==> src/sv/plm_pkg.sv <==
// ----------------------------------------------------------------------------
// plm_pkg
// Shared types and constants for the piecewise linear map lookup unit.
// ----------------------------------------------------------------------------
package plm_pkg;

    localparam int TableDepth  = 256;
    localparam int AddrW       = 8;
    localparam int CountW      = 9;
    localparam int DataW       = 32;
    localparam int QueueDepth  = 2;

    localparam logic       REQ_LOAD   = 1'b0;
    localparam logic       REQ_SAMPLE = 1'b1;

    localparam logic [1:0] ST_INTERP  = 2'd0;
    localparam logic [1:0] ST_BELOW   = 2'd1;
    localparam logic [1:0] ST_ABOVE   = 2'd2;
    localparam logic [1:0] ST_REPEAT  = 2'd3;

    typedef struct packed {
        logic                    req_type;
        logic [AddrW-1:0]        entry_index;
        logic signed [DataW-1:0] entry_key;
        logic signed [DataW-1:0] entry_value;
        logic signed [DataW-1:0] sample_in;
        logic                    start_of_waveform;
    } in_t;

    typedef struct packed {
        logic signed [DataW-1:0] mapped_value;
        logic [1:0]              range_status;
    } out_t;

    // handshake between the front queue and the back engine
    typedef struct packed {
        logic avail;
        logic is_sample;
    } fq_stat_t;

endpackage

==> src/sv/plm_front.sv <==
// ----------------------------------------------------------------------------
// plm_front
// Accepts input transactions, tags loads and samples, holds them in a short queue.
// ----------------------------------------------------------------------------
module plm_front (
    input  logic          clk,
    input  logic          rst_n,
    input  logic          in_valid,
    output logic          in_stall,
    input  plm_pkg::in_t  in_data,
    input  logic          pop,
    output plm_pkg::fq_stat_t stat,
    output plm_pkg::in_t  head
);
    import plm_pkg::*;

    in_t        q_reg [QueueDepth];
    logic       wr_ptr_reg, wr_ptr_next;
    logic       rd_ptr_reg, rd_ptr_next;
    logic [1:0] cnt_reg, cnt_next;
    logic       push, pop_ok;

    assign in_stall = (cnt_reg == 2'(QueueDepth));
    assign push     = in_valid && !in_stall;
    assign pop_ok   = pop && (cnt_reg != 2'd0);

    assign head           = q_reg[rd_ptr_reg];
    assign stat.avail     = (cnt_reg != 2'd0);
    assign stat.is_sample = (q_reg[rd_ptr_reg].req_type == REQ_SAMPLE);

    always_comb
    begin
        wr_ptr_next = push   ? !wr_ptr_reg : wr_ptr_reg;
        rd_ptr_next = pop_ok ? !rd_ptr_reg : rd_ptr_reg;
        cnt_next    = cnt_reg + 2'(push) - 2'(pop_ok);
    end

    always_ff @(posedge clk)
    begin
        if (push)
        begin
            q_reg[wr_ptr_reg] <= in_data;
        end
    end

    always_ff @(posedge clk or negedge rst_n)
    begin
        if (!rst_n)
        begin
            wr_ptr_reg <= 1'b0;
            rd_ptr_reg <= 1'b0;
            cnt_reg    <= 2'd0;
        end
        else
        begin
            wr_ptr_reg <= wr_ptr_next;
            rd_ptr_reg <= rd_ptr_next;
            cnt_reg    <= cnt_next;
        end
    end

`ifndef SYNTHESIS
    a_cnt_bound: assert property (@(posedge clk) disable iff (!rst_n)
        cnt_reg <= 2'(QueueDepth))
        else $error("queue count overflow");
    a_ptr_gap: assert property (@(posedge clk) disable iff (!rst_n)
        (cnt_reg == 2'd0 || cnt_reg == 2'd2) |-> (wr_ptr_reg == rd_ptr_reg))
        else $error("queue pointers disagree with count");
    a_pop_moves: assert property (@(posedge clk) disable iff (!rst_n)
        (pop_ok && !push) |=> (cnt_reg == $past(cnt_reg) - 2'd1))
        else $error("pop did not drain queue");
`endif

endmodule

==> config.mk <==
export PLATFORM = sky130hd
export DESIGN_NAME = plm_front
export DESIGN_NICKNAME = d
export VERILOG_FILES = /design/src/sv/plm_pkg.sv /design/src/sv/plm_front.sv
export SDC_FILE = /design/constraint.sdc
export NUM_CORES = 1
export LEC_CHECK = 0
export ABC_AREA = 0
export BUFFER_PORTS_ARGS = -buffer_cell sky130_fd_sc_hd__buf_4
export CAP_MARGIN = 30
export CORE_UTILIZATION = 50
export DETAILED_ROUTE_END_ITERATION = 16
export PLACE_DENSITY = 0.8
export SLEW_MARGIN = 20
export SYNTH_ARGS = -nofsm -noshare
export SYNTH_HDL_FRONTEND = slang
export SYNTH_SLANG_ARGS = --single-unit
==> constraint.sdc <==
create_clock -name clk -period 16.81 [get_ports clk]
set_input_delay 1.681 -clock clk [delete_from_list [all_inputs] [get_ports clk]]
set_output_delay 1.681 -clock clk [all_outputs]
set_load 0.05 [all_outputs]
**Yosys cells after proc, flatten, opt, wreduce, memory -nomap -nowiden**

Memories as Yosys holds them, arrays and structs flattened.
Cells that the tools add are included.

- Mux-type cells: 2
- Add/sub/neg operators: 2
- Reductions and logical operators: 6
- Equal/unequal tests: 1

Operators with widths:

| operator | count |
|---|---|
| $logic_not 1->1 | 3 |
| $add 2x1->2 | 1 |
| $eq 2x2->1 const B | 1 |
| $logic_and 1x1->1 | 2 |
| $mux 1 | 2 |
| $reduce_bool 2->1 | 1 |
| $sub 2x1->2 | 1 |

- Flip-flop bits (word level): 4
- Output and inout port bits: 109
- Bits in writable memories: 212
- Memories: 1
- Word-level logic and storage cells: 15
- Bits of input ports: 110

Memories:

| memory | words | bits a word | read ports | clocked after Yosys merged registers in | wr ports | line | text |
|---|---|---|---|---|---|---|---|
| q_reg | 2 | 106 | 1 | 0 | 1 | plm_front.sv:17 | `in_t q_reg [QueueDepth];` |

**Logic depth before layout (Yosys ltp)**

- Depth after elaboration: 5
- Mapped depth: 7
- Mapped depth without buffers: 7

**Least setup slack after synthesis**

Ideal clock, no wire load.

- Path kind: input-to-reg
- Start point: input port in_valid
- End point: memory q_reg[0][0] (netlist bit), enable pin
- Setup slack: 10,054 ps
- Setup time: 572 ps
- Buffers on the path: 0
- Arrival: 6,185 ps
- Required time: 16,238 ps
- Cell stages on the path: 2
- Path through: nand2_1 -> nor2_1

- Cells in the longest elaborated chain, start to end: 3

RTL lines:

| item | line | text |
|---|---|---|
| start: declaration | plm_front.sv:8 | `input logic in_valid,` |
| $logic_and 1x1->1 | plm_front.sv:24 | `assign push = in_valid && !in_stall;` |
| $mux 1 | plm_front.sv:40 | `if (push)` |
| $mux 1 (not written as such) | plm_front.sv:42 | `q_reg[wr_ptr_reg] <= in_data;` |
| end: declaration | plm_front.sv:17 |  |

Every way passes these cells.

==> summary.txt <==
=====================================================================================
Status ................................................................. complete, no violations
Post-CTS Setup Bufs ....................................................            0
Routed WL ..............................................................    15,300 um
Buffer type at the clock tree root ..................................... sky130_fd_sc_hd__clkbuf_16
Most used cells in the layout excluding fill and tap cells ............. sky130_fd_sc_hd__buf_4 (222), sky130_fd_sc_hd__edfxtp_1 (212), sky130_fd_sc_hd__mux2_2 (76)
Cells traversed along the worst timing path ............................ buf_4 > mux2_2 > buf_4
Die Footprint ..........................................................   16,500 um2
Fillcell total .........................................................          997
Ys async rst share .....................................................        1.85%
Yosys warning total ....................................................            0
Number of global-route vias before repair ..............................        4,418
DRC violation total after the first TritonRoute iteration ..............          187
Std cell rows ..........................................................           45
Port Buffers ...........................................................          218
Switching share of power ...............................................        39.3%
Core Region ............................................................   15,400 um2
Hold bufs inserted after CTS ...........................................            0
Number of different library cells in the post-synthesis netlist ........           17
Part of the cycle the worst path needs .................................        23.9%
Total cell area at the placement stage .................................     9820 um2
Number of pins exceeding their max-slew limit in the final report ......            0
Critical path buffer and inverter count ................................            2
Overflow left after global routing .....................................            0
CTS sink cnt ...........................................................          216
Die Span X .............................................................       128 um
Final number of hold-violating endpoints ...............................            0
Category of the worst setup path capture point ......................... primary output
Fraction of final layout cells sized beyond drive strength 1 ...........        60.0%
Number of gates resized after CTS ......................................            0
Top cell family by delay on the critical path .......................... buffers and inverters
EDFF count, synth ......................................................          212
Most numerous cell on the critical path ................................ sky130_fd_sc_hd__buf_4
Synth Net Count ........................................................          461
Worst clock skew .......................................................    0.0144 ns
Largest stage delay on the critical path ...............................      0.60 ns
Number of ports placed on the die boundary .............................          219
Most common library cell in the layout ignoring fill and taps .......... sky130_fd_sc_hd__buf_4
Slew at the pin closest to its max-slew limit ..........................     0.767 ns
Clock insertion delay at the later pin of the skew report ..............      0.49 ns
Maxcap violations ......................................................            0
Number of non-filler instances in the completed layout .................          809
Detailed-route wire length per cell ....................................      18.9 um
Prevailing post-synth register cell .................................... sky130_fd_sc_hd__edfxtp_1
DRC viols ..............................................................            0
Chip Height ............................................................       128 um
Switching power summed over all nets ...................................     0.867 mW
Crit path required time ................................................     15.13 ns
Int Pwr ................................................................      1.34 mW
Overall power after layout .............................................      2.21 mW
Worst endpoint data arrival time .......................................      2.33 ns
Worst-path fanout max ..................................................           37
Flop and latch count out of synthesis ..................................          216
Clock buffers created by TritonCTS .....................................           22
Clock-pin slew of the registers on the worst-case setup and hold paths .      0.05 ns
1st-pass router iterations .............................................            4
Number of instances in the synthesized netlist .........................          349
CTS tree ...............................................................          yes
Max stage delay cell, worst path ....................................... sky130_fd_sc_hd__dfrtp_4
Total Nets Final .......................................................          695
Mapped Avg Cell Area ...................................................     22.8 um2
Comb power frac ........................................................        44.0%
Leakage component of the power .........................................      4.03 nW
Critical path start-end classification ................................. flop to primary output
Maximum clock insertion buffer count ...................................            3
Final period demand of the worst path ..................................      4.01 ns
Worst Slack Setup Final ................................................     12.80 ns
Setup Total Neg Slack ..................................................         0 ns
Reg-to-reg setup timing slack ..........................................     14.34 ns
Final antenna-violating net count ......................................            0
Power per Cell Area ....................................................   210 nW/um2
Initial antenna violation count ........................................            0
RSZ-0062 raised after global routing ...................................        false
Total non-filler cell area in the finished layout ......................   10,500 um2
Last weighted congestion value of the routability-driven placer ........        0.726
Type of the most critical hold path .................................... flop to flop
Worst-case vdd ir drop .................................................       202 uV
Number of levels in the clock H-tree ...................................            1
Worst slew margin relative to its limit ................................        48.9%
First-pass GRT wire length .............................................    22,600 um
Power share of the sequential group ....................................        35.2%
Post-Route Utilization .................................................        68.5%
Average via count per standard cell ....................................         4.99
Sequential area share after synthesis ..................................        81.1%
Largest net degree at the start of global routing ......................           72
WHS ....................................................................     0.588 ns
Cell total after placement .............................................          769
Total global-route track usage .........................................        18.3%
Clock network fraction of total power ..................................        20.8%
Startpoint Class .......................................................         flop
Starting density of the core ...........................................        51.9%
Max FFs per register ...................................................          212
Total via count in the routed design ...................................        4,034
Synthesized area .......................................................     7970 um2
Inserted Diodes ........................................................            0
Worst slack, placed ....................................................     12.72 ns
P&R area growth vs syn .................................................        32.2%
Achievable Freq ........................................................      249 MHz
Count of endpoints failing setup in the final report ...................            0
=====================================================================================
[layout make-up]
cell class	count	area, um2	share of cell area, %
Tap cell	211	264	2.51
Inverter	2	7.51	0.0713
Clock buffer	29	598	5.68
Timing Repair Buffer	223	1690	16.1
Multi-Input combinational cell	118	1410	13.4
Clock inverter	10	91.3	0.867
Sequential cell	216	6470	61.4
[synth_stat cells (all sizes together), types with 2 or more instances]
master / count / share of area [%]
edfxtp: 212 / 80
mux2: 106 / 16
inv: 2 / 0.094
dfrtp: 4 / 1.3
ha: 2 / 0.31
buf: 13 / 1.2
xnor2: 3 / 0.33
[metal layers]
metal	vias to the layer above	global-route usage [%]	part of all wire, %
li1	1852	-	-
met1	1974	20.7	37
met2	180	31.0	50
met3	28	7.97	11
met4	0	6.44	1.9
met5	-	0	0
[cells by family (layout without fill, tap and decap cells)]
| group | after synthesis | count (layout) | share of synthesized area [%] |
|---|---|---|---|
| muxes | 106 | 106 | 16.4 |
| adders and majority gates | 2 | 2 | 0.314 |
| DFF | 216 | 216 | 81.1 |
| xor gates and xnor gates | 4 | 4 | 0.440 |
| and+or+nand+nor | 6 | 6 | 0.408 |
| buffers and inverters | 15 | 264 | 1.33 |
[power groups by stage]
stage / sequential (mW) / clock (mW) / combinational, mW
floorplan: 0.783 / 0 / 0.723
global placement: 0.804 / 0 / 0.928
detailed placement: 0.813 / 0 / 0.940
CTS: 0.804 / 0.470 / 0.946
global route: 0.788 / 0.489 / 1.01
finish: 0.778 / 0.460 / 0.971
[worst reg2reg max path: cells and delay by family, from the launching register on]
kind	cells	cell delay [ns]
AND/OR/NAND/NOR	2	0.85
buffers and inverters	1	0.73
flip-flops	1	0.42
[final timing paths]
check                            from           end  depth (start not counted)
max                        rd_ptr_reg       stat[0]                          3
min                        cnt_reg[0]    cnt_reg[0]                          1
max reg2reg                cnt_reg[1]  q_reg[1][88]                          3
min reg2reg                cnt_reg[0]    cnt_reg[0]                          1
max in group asynchronous       rst_n    rd_ptr_reg                          1
min in group asynchronous       rst_n    cnt_reg[1]                          1
(Power assumes the default switching activity.)
